### src/rtl/lfu_pkg.sv
// lfu_pkg: shared constants and types for the LFU cache table.
// Used by lfu_cache_table and tb_lfu_cache_table; no dependencies.
`default_nettype none
package lfu_pkg;
  localparam int ENTRIES    = 16;
  localparam int COUNT_BITS = 16;
  localparam int IDX_W      = $clog2(ENTRIES);
  localparam int OCC_W      = $clog2(ENTRIES + 1);
  localparam int KEY_W      = 32;
  localparam int VAL_W      = 32;
  localparam int CAP_W      = 5;
  localparam logic [COUNT_BITS-1:0] COUNT_MAX = '1;
  localparam logic CMD_GET = 1'b0;
  localparam logic CMD_PUT = 1'b1;
  localparam int ENT_W = KEY_W + VAL_W + COUNT_BITS + IDX_W;

  // one table entry as stored in the memory
  typedef struct packed {
    logic [KEY_W-1:0]      key;
    logic [VAL_W-1:0]      data;
    logic [COUNT_BITS-1:0] cnt;
    logic [IDX_W-1:0]      age;
  } entry_t;

  typedef enum logic [5:0] {
    ST_IDLE  = 6'b000001,
    ST_SCAN  = 6'b000010,
    ST_DEC   = 6'b000100,
    ST_AGE   = 6'b001000,
    ST_WRITE = 6'b010000,
    ST_DONE  = 6'b100000
  } state_t;
endpackage
`default_nettype wire

### src/rtl/lfu_ram.sv
// lfu_ram: generic single-port-write, one-read RAM with registered read.
// No dependencies.
`default_nettype none
module lfu_ram #(
  parameter int WIDTH = 8,
  parameter int DEPTH = 16
) (
  input  wire logic                     clk,
  input  wire logic                     we,
  input  wire logic [$clog2(DEPTH)-1:0] waddr,
  input  wire logic [WIDTH-1:0]         wdata,
  input  wire logic [$clog2(DEPTH)-1:0] raddr,
  output logic      [WIDTH-1:0]         rdata
);
  logic [WIDTH-1:0] mem [DEPTH];

  always_ff @(posedge clk) begin
    if (we) mem[waddr] <= wdata;
    rdata <= mem[raddr];
  end
endmodule
`default_nettype wire

### src/rtl/lfu_cache_table.sv
// lfu_cache_table: LFU key/value cache with LRU tie break.
// Depends on lfu_pkg and lfu_ram.
`default_nettype none
// Usage:
//   Pulse start with in_cmd (0 get, 1 put), in_lookup_key, in_write_value
//   while busy is low. One result follows, shown for one cycle with
//   out_valid high: hit, read_value, evicted, evicted_key.
//   cfg_we/cfg_wdata writes the capacity (0 acts as 1, above 16 as 16).
// Timing:
//   Key, data, count and age live in one RAM read one entry per cycle.
//   Each pass reads every entry of the table in turn. A get miss needs only
//   the scan pass; a hit or a plain insert adds one age pass and a write
//   step; an evicting put adds a further age pass before them. busy stays
//   high from start until the result cycle has ended, so a new item is
//   only taken once the last result has been shown.
// Reset:
//   Synchronous active-low rst_n clears all valid bits, occupancy and the
//   controller; capacity returns to 16. No clearing pass is needed, as
//   entry fields are only used under their valid bit.
//   The receiver cannot stall; each result is taken in its strobe cycle.
module lfu_cache_table (
  input  wire logic                      clk,
  input  wire logic                      rst_n,
  input  wire logic                      start,
  output logic                           busy,
  input  wire logic                      in_cmd,
  input  wire logic [lfu_pkg::KEY_W-1:0] in_lookup_key,
  input  wire logic [lfu_pkg::VAL_W-1:0] in_write_value,
  output logic                           out_valid,
  output logic                           out_hit,
  output logic [lfu_pkg::VAL_W-1:0]      out_read_value,
  output logic                           out_evicted,
  output logic [lfu_pkg::KEY_W-1:0]      out_evicted_key,
  input  wire logic                      cfg_we,
  input  wire logic [lfu_pkg::CAP_W-1:0] cfg_wdata
);
  localparam int IW = lfu_pkg::IDX_W;
  localparam int PW = IW + 1;

  lfu_pkg::state_t state_r, state_nxt;
  logic [lfu_pkg::CAP_W-1:0] cap_r;
  logic [lfu_pkg::ENTRIES-1:0] valid_r, valid_nxt;
  logic [lfu_pkg::OCC_W-1:0] occ_r, occ_nxt;
  logic cmd_r;
  logic [lfu_pkg::KEY_W-1:0] key_r;
  logic [lfu_pkg::VAL_W-1:0] val_r;
  // pass counter: read address runs one ahead of returned data
  logic [PW-1:0] cnt_r, cnt_nxt;
  logic [IW-1:0] didx_r, didx_nxt;   // index of the data now on rdata
  logic dv_r, dv_nxt;
  // scan results
  logic found_r, found_nxt;
  logic [IW-1:0] fidx_r, fidx_nxt;
  lfu_pkg::entry_t fent_r, fent_nxt;
  logic vic_ok_r, vic_ok_nxt;
  logic [IW-1:0] vidx_r, vidx_nxt;
  lfu_pkg::entry_t vent_r, vent_nxt;
  logic free_ok_r, free_ok_nxt;
  logic [IW-1:0] free_r, free_nxt;
  // result registers
  logic ov_r, ov_nxt, oh_r, oh_nxt, oe_r, oe_nxt;
  logic [lfu_pkg::VAL_W-1:0] orv_r, orv_nxt;
  logic [lfu_pkg::KEY_W-1:0] oek_r, oek_nxt;
  // target slot and its age threshold for the age pass
  logic [IW-1:0] tidx_r, tidx_nxt;
  logic [IW-1:0] tage_r, tage_nxt;
  logic tmode_r, tmode_nxt;   // 1: touch hit entry, 0: insert new
  // item accepted this cycle
  logic in_acc;

  // ram
  logic ram_we;
  logic [IW-1:0] ram_waddr, ram_raddr;
  lfu_pkg::entry_t ram_wdata, rd;
  logic [lfu_pkg::ENT_W-1:0] rd_bits;

  lfu_ram #(.WIDTH(lfu_pkg::ENT_W), .DEPTH(lfu_pkg::ENTRIES)) u_ram (
    .clk(clk), .we(ram_we), .waddr(ram_waddr), .wdata(ram_wdata),
    .raddr(ram_raddr), .rdata(rd_bits)
  );
  assign rd = lfu_pkg::entry_t'(rd_bits);

  // effective capacity
  logic [lfu_pkg::OCC_W-1:0] cap_eff;
  always_comb begin
    priority if (cap_r == '0) cap_eff = lfu_pkg::OCC_W'(1);
    else if (32'(cap_r) > lfu_pkg::ENTRIES) cap_eff = lfu_pkg::OCC_W'(lfu_pkg::ENTRIES);
    else cap_eff = lfu_pkg::OCC_W'(cap_r);
  end

  assign ram_raddr = cnt_r[IW-1:0];
  assign in_acc = start && !busy;

  // controller and read-modify-write datapath
  always_comb begin
    state_nxt = state_r;  valid_nxt = valid_r;  occ_nxt = occ_r;
    cnt_nxt = cnt_r;      didx_nxt = didx_r;    dv_nxt = 1'b0;
    found_nxt = found_r;  fidx_nxt = fidx_r;    fent_nxt = fent_r;
    vic_ok_nxt = vic_ok_r; vidx_nxt = vidx_r;   vent_nxt = vent_r;
    free_ok_nxt = free_ok_r; free_nxt = free_r;
    ov_nxt = 1'b0; oh_nxt = oh_r; oe_nxt = oe_r; orv_nxt = orv_r; oek_nxt = oek_r;
    tidx_nxt = tidx_r; tage_nxt = tage_r; tmode_nxt = tmode_r;
    ram_we = 1'b0; ram_waddr = didx_r; ram_wdata = rd;

    unique case (state_r)
      lfu_pkg::ST_IDLE: begin
        if (in_acc) begin
          state_nxt = lfu_pkg::ST_SCAN;
          cnt_nxt = '0;
          found_nxt = 1'b0; vic_ok_nxt = 1'b0; free_ok_nxt = 1'b0;
          oh_nxt = 1'b0; oe_nxt = 1'b0; orv_nxt = '0; oek_nxt = '0;
        end
      end
      // one entry per cycle: key match, victim, lowest free slot
      lfu_pkg::ST_SCAN: begin
        if (!dv_r || cnt_r != PW'(lfu_pkg::ENTRIES)) begin
          cnt_nxt = cnt_r + 1'b1;
          didx_nxt = cnt_r[IW-1:0];
          dv_nxt = 1'b1;
        end
        if (dv_r) begin
          if (valid_r[didx_r]) begin
            if (!found_r && rd.key == key_r) begin
              found_nxt = 1'b1; fidx_nxt = didx_r; fent_nxt = rd;
            end
            if (!vic_ok_r || rd.cnt < vent_r.cnt ||
                (rd.cnt == vent_r.cnt && rd.age > vent_r.age)) begin
              vic_ok_nxt = 1'b1; vidx_nxt = didx_r; vent_nxt = rd;
            end
          end else if (!free_ok_r) begin
            free_ok_nxt = 1'b1; free_nxt = didx_r;
          end
          if (didx_r == IW'(lfu_pkg::ENTRIES - 1)) begin
            cnt_nxt = '0;
            dv_nxt = 1'b0;
            priority if (found_nxt) begin
              oh_nxt = 1'b1;
              if (cmd_r == lfu_pkg::CMD_GET) orv_nxt = fent_nxt.data;
              tidx_nxt = fidx_nxt; tage_nxt = fent_nxt.age; tmode_nxt = 1'b1;
              state_nxt = lfu_pkg::ST_AGE;
            end else if (cmd_r == lfu_pkg::CMD_GET) begin
              state_nxt = lfu_pkg::ST_DONE;
            end else if (occ_r >= cap_eff && vic_ok_nxt) begin
              oe_nxt = 1'b1; oek_nxt = vent_nxt.key;
              valid_nxt[vidx_nxt] = 1'b0;
              occ_nxt = occ_r - 1'b1;
              tidx_nxt = vidx_nxt; tage_nxt = vent_nxt.age; tmode_nxt = 1'b0;
              state_nxt = lfu_pkg::ST_DEC;
            end else if (free_ok_nxt) begin
              tidx_nxt = free_nxt; tmode_nxt = 1'b0;
              state_nxt = lfu_pkg::ST_AGE;
            end else begin
              state_nxt = lfu_pkg::ST_DONE;
            end
          end
        end
      end
      // after eviction: older entries step one age younger
      lfu_pkg::ST_DEC: begin
        if (!dv_r || cnt_r != PW'(lfu_pkg::ENTRIES)) begin
          cnt_nxt = cnt_r + 1'b1;
          didx_nxt = cnt_r[IW-1:0];
          dv_nxt = 1'b1;
        end
        if (dv_r) begin
          if (valid_r[didx_r] && rd.age > tage_r) begin
            ram_we = 1'b1; ram_wdata.age = rd.age - 1'b1;
          end
          if (didx_r == IW'(lfu_pkg::ENTRIES - 1)) begin
            cnt_nxt = '0; dv_nxt = 1'b0;
            state_nxt = lfu_pkg::ST_AGE;
          end
        end
      end
      // age pass: touch ages younger entries, insert ages all
      lfu_pkg::ST_AGE: begin
        if (!dv_r || cnt_r != PW'(lfu_pkg::ENTRIES)) begin
          cnt_nxt = cnt_r + 1'b1;
          didx_nxt = cnt_r[IW-1:0];
          dv_nxt = 1'b1;
        end
        if (dv_r) begin
          if (valid_r[didx_r] && didx_r != tidx_r &&
              (!tmode_r || rd.age < tage_r)) begin
            ram_we = 1'b1; ram_wdata.age = rd.age + 1'b1;
          end
          if (didx_r == IW'(lfu_pkg::ENTRIES - 1)) begin
            cnt_nxt = '0; dv_nxt = 1'b0;
            state_nxt = lfu_pkg::ST_WRITE;
          end
        end
      end
      // write the target entry
      lfu_pkg::ST_WRITE: begin
        ram_we = 1'b1; ram_waddr = tidx_r;
        ram_wdata.age = '0;
        if (tmode_r) begin
          ram_wdata.key = fent_r.key;
          ram_wdata.data = (cmd_r == lfu_pkg::CMD_PUT) ? val_r : fent_r.data;
          ram_wdata.cnt = (fent_r.cnt == lfu_pkg::COUNT_MAX) ? fent_r.cnt
                                                             : fent_r.cnt + 1'b1;
        end else begin
          ram_wdata.key = key_r; ram_wdata.data = val_r;
          ram_wdata.cnt = lfu_pkg::COUNT_BITS'(1);
          valid_nxt[tidx_r] = 1'b1;
          occ_nxt = occ_r + 1'b1;
        end
        state_nxt = lfu_pkg::ST_DONE;
      end
      lfu_pkg::ST_DONE: begin
        ov_nxt = 1'b1;
        state_nxt = lfu_pkg::ST_IDLE;
      end
      default: state_nxt = lfu_pkg::ST_IDLE;
    endcase
  end

  always_ff @(posedge clk) begin
    if (!rst_n) begin
      state_r <= lfu_pkg::ST_IDLE;
      cap_r <= lfu_pkg::CAP_W'(16);
      valid_r <= '0;
      occ_r <= '0;
      cnt_r <= '0;
      dv_r <= 1'b0;
      ov_r <= 1'b0;
    end else begin
      state_r <= state_nxt;
      if (cfg_we) cap_r <= cfg_wdata;
      valid_r <= valid_nxt;
      occ_r <= occ_nxt;
      cnt_r <= cnt_nxt;
      dv_r <= dv_nxt;
      ov_r <= ov_nxt;
    end
  end

  // payload registers
  always_ff @(posedge clk) begin
    if (in_acc) begin
      cmd_r <= in_cmd; key_r <= in_lookup_key; val_r <= in_write_value;
    end
    didx_r <= didx_nxt;
    found_r <= found_nxt; fidx_r <= fidx_nxt; fent_r <= fent_nxt;
    vic_ok_r <= vic_ok_nxt; vidx_r <= vidx_nxt; vent_r <= vent_nxt;
    free_ok_r <= free_ok_nxt; free_r <= free_nxt;
    oh_r <= oh_nxt; oe_r <= oe_nxt; orv_r <= orv_nxt; oek_r <= oek_nxt;
    tidx_r <= tidx_nxt; tage_r <= tage_nxt; tmode_r <= tmode_nxt;
  end

  assign busy = (state_r != lfu_pkg::ST_IDLE) || ov_r;
  assign out_valid = ov_r;
  assign out_hit = oh_r;
  assign out_read_value = orv_r;
  assign out_evicted = oe_r;
  assign out_evicted_key = oek_r;

  // checks
  a_occ_bound: assert property (@(posedge clk) disable iff (!rst_n)
    32'(occ_r) <= lfu_pkg::ENTRIES && $countones(valid_r) == 32'(occ_r))
    else $error("occupancy differs from valid count");
  a_hit_evict: assert property (@(posedge clk) disable iff (!rst_n)
    out_valid |-> !(out_hit && out_evicted))
    else $error("hit and eviction together");
  a_result_once: assert property (@(posedge clk) disable iff (!rst_n)
    out_valid |=> !out_valid)
    else $error("result strobe longer than one cycle");
endmodule
`default_nettype wire

### config.mk
export PLATFORM = sky130hd
export DESIGN_NAME = lfu_cache_table
export DESIGN_NICKNAME = d
export VERILOG_FILES = /design/src/rtl/lfu_pkg.sv /design/src/rtl/lfu_ram.sv /design/src/rtl/lfu_cache_table.sv
export SDC_FILE = /design/constraint.sdc
export NUM_CORES = 2
export LEC_CHECK = 0
export ABC_CLOCK_PERIOD_IN_PS = 6520
export BUFFER_PORTS_ARGS = -buffer_cell sky130_fd_sc_hd__buf_4
export CORE_MARGIN = 3
export CORE_UTILIZATION = 56
export CTS_CLUSTER_DIAMETER = 150
export DETAILED_ROUTE_END_ITERATION = 12
export PLACE_DENSITY = 0.75
export SLEW_MARGIN = 15
export SYNTH_ARGS = -nofsm -noshare
export SYNTH_HDL_FRONTEND = slang
export SYNTH_SLANG_ARGS = --single-unit
### constraint.sdc
create_clock -name clk -period 6.52 [get_ports clk]
set_clock_uncertainty 0.15 [all_clocks]
set_input_delay 0.326 -clock clk [delete_from_list [all_inputs] [get_ports clk]]
set_output_delay 0.326 -clock clk [all_outputs]
set_load 0.02 [all_outputs]
==> results.py <==
metrics = {
    "synth": {
        "postSynthAreaPerCell_um2": 20.92,
        "synthMuxAreaShare": 0.1652,
        "ys_types": 65,
        "synth_most_common_cell": "edfxtp_1",
        "synth_xor_area_frac": 0.006706,
        "synth-edff-count": 1639,
        "yosysWarnings": 0,
        "synthAdderAreaFrac": 0.007111,
        "ys.flop_type": "edfxtp_1",
        "syn_area_um2": 67920,
        "synth_top_area_share": 0.7246,
        "synth_nets": 3358,
        "synth-simple-area-share": 0.02669,
        "synth_area_leaders": "edfxtp_1, mux4_2, dfxtp_1",
        "yosysTopAreaCell": "edfxtp_1",
        "synth_compound_area_frac": 0.02157,
        "async_flop_share": 0,
        "ys_seq_area_frac": 0.7609,
        "synth_top_family_by_area": "multiplexers",
        "netlist_instances": 3246,
        "synthTopCellsByCount": "edfxtp_1, mux4_2, dfxtp_1, nand2_1, clkbuf_1",
        "ys_ff_latch": 1762,
    },
    "min_path": {
        "hp-class": "in -> reg",
        "worstHoldPathCells": 2,
    },
    "global_route": {
        "grt_pass1_vias": 34818,
        "overflow": 0,
        "grt_usage": 0.2520,
        "grt_first_pass_wirelength_um": 231800,
        "grt_max_degree": 149,
        "antenna_found_initial": 3,
    },
    "sta": {
        "rsz0062_at_grt": "no",
        "slew_viol_final": 0,
        "fmax_ghz": 0.2067,
        "final_hold_viol_count": 0,
        "period_share": 0.7420,
        "setup_violations": 0,
        "tightest_slew_ns": 1.122,
        "fin_tns_setup_ns": 0,
        "slew_headroom": 0.2468,
        "finalCriticalPeriod_ns": 4.838,
    },
    "run_status": {
        "status": "completed",
    },
    "routing": {
        "firstDrtPassIters": 6,
        "drtIter0Drc": 4284,
        "vias": 34132,
        "ant_nets": 0,
        "wire_per_inst_um": 29.11,
        "drc_errors": 0,
        "via_per_inst": 6.354,
        "wl_um": 156400,
    },
    "critical_path": {
        "end_kind": "flop",
        "startpoint_type": "flop",
        "worstPathArrival_ns": 5.10,
        "path_class": "reg -> reg",
        "worstPathRequired_ns": 6.78,
        "reg2regPathDepth": 7,
        "cp_max_fo": 73,
    },
    "layout": {
        "fin_cells": 5372,
        "fillers": 7520,
        "drive_gt1_frac": 0.2878,
        "n_antenna_cell": 0,
        "fin_nets": 3730,
        "fin_area_um2": 78240,
        "syn_to_final_growth_pct": 15.19,
    },
    "floorplanning": {
        "start_util": 0.5654,
        "rows": 127,
        "die_h_um": 354.3,
        "fp.dieW_um": 354.3,
        "fp.dieArea_um2": 125500,
        "ios": 142,
        "core_area_um2": 120100,
    },
    "clock_tree": {
        "post_cts_resize_count": 0,
        "clkLatencyLatePin_ns": 0.80,
        "clk_path_buf_depth": 3,
        "ctsHtreeMaxLevel": 4,
        "ctsHoldBuffers": 78,
        "cts_tree": "done",
        "cts_setup_buffers": 0,
        "path_clk_slew_ns": 0.06,
        "cts_root_buffer": "clkbuf_16",
        "clkSinkCount": 1762,
        "numCtsBuffers": 169,
    },
    "placed_design": {
        "io_buffers": 141,
        "dp_cells": 4981,
        "gp_congestion": 0.8681,
        "dpl-instance-area_um2": 71830,
        "hpwl_um": 79250,
    },
    "pwr": {
        "ir_drop_uv": 288.0,
        "p_leak_nw": 25.04,
        "p_per_area_nw_per_um2": 353.2,
    },
    "flow_run": {
        "cap_viol_max_count": 0,
    },
}
[per-stage QoR]
step	util	setup slack, ns	hold slack [ns]	power [mW]
floorplan	-	0.2634	0.2564	16.46
global placement	0.5979	1.997	0.2837	17.84
detailed placement	0.5979	1.912	0.3030	17.93
CTS	0.6510	1.852	0.03927	27.77
global route	0.6513	1.542	0.07729	28.52
finish	0.6513	1.682	0.1049	27.63
[placed cells by master (no fill, tap or decap), drive strengths merged, types with 71 or more instances in the layout]
cell,n
buf,280
clkbuf,229
dfxtp,123
dlygate4sd3,78
edfxtp,1639
mux2,81
mux2i,75
mux4,424
nand2,121
nor2,71
o21ai,100
[per-layer routing]
metal	wire length [µm]	GRT usage
met2	74920	0.3876
met3	15620	0.05940
met5	0	0
met4	4979	0.08960
met1	60880	0.3596
[sequential cells by signal, indices dropped and copies added, names as in the netlist, 6 cells and up]
register         count
key_r               32
valid_r             16
u_ram.mem         1344
val_r               32
state_r              6
vent_r              52
out_evicted_key     32
u_ram.rdata         84
fent_r              84
out_read_value      32
[cell type report]
cell class                 instances  area, µm²  share of cell area
clock buffer                     229       4648             0.05941
clock inverter                    84      944.7             0.01207
inverter                          51      201.4            0.002575
multi-input combinational       1276      15630              0.1998
sequential                      1762      51690              0.6608
tap                             1612       2017             0.02578
timing repair buffer             358       3095             0.03957
[final timing paths]
check             slack [ns]               startpoint                         end
setup reg to reg        1.68  state_r[5]$_SDFFE_PN0P_  u_ram.mem[2][31]$_DFFE_PP_
setup / recovery        1.68  state_r[5]$_SDFFE_PN0P_  u_ram.mem[2][31]$_DFFE_PP_
hold reg to reg         0.32   u_ram.rdata[4]$_DFF_P_         vent_r[4]$_DFFE_PP_
hold / removal          0.10       in_write_value[31]         val_r[31]$_DFFE_PP_
[cells by family (layout without fill, tap and decap cells)]
logic type	Yosys count	in the layout
muxes	580	580
buffers and inverters	208	722
DFF	1762	1762
AOI/OAI and AO/OA	236	236
and+or+nand+nor	370	370
xor gates and xnor gates	52	52
adders and majority gates	38	38
[critical path, stage by stage, from the launching register on]
cell and delay [ns]:
dfxtp_1 0.35, nor4_1 0.48, and3b_1 0.72, inv_6 0.42
o31ai_1 0.51, nand2_1 0.35, nor2_4 0.78, buf_4 0.62
[where the power goes]
part / leakage (nW) / total, mW / internal [mW] / switching, mW
logic: 6.59 / 3.78 / 1.54 / 2.24
registers: 15.7 / 14.0 / 13.6 / 0.399
clock network: 2.74 / 9.85 / 5.67 / 4.18
Power figures use the tool's default switching activity.
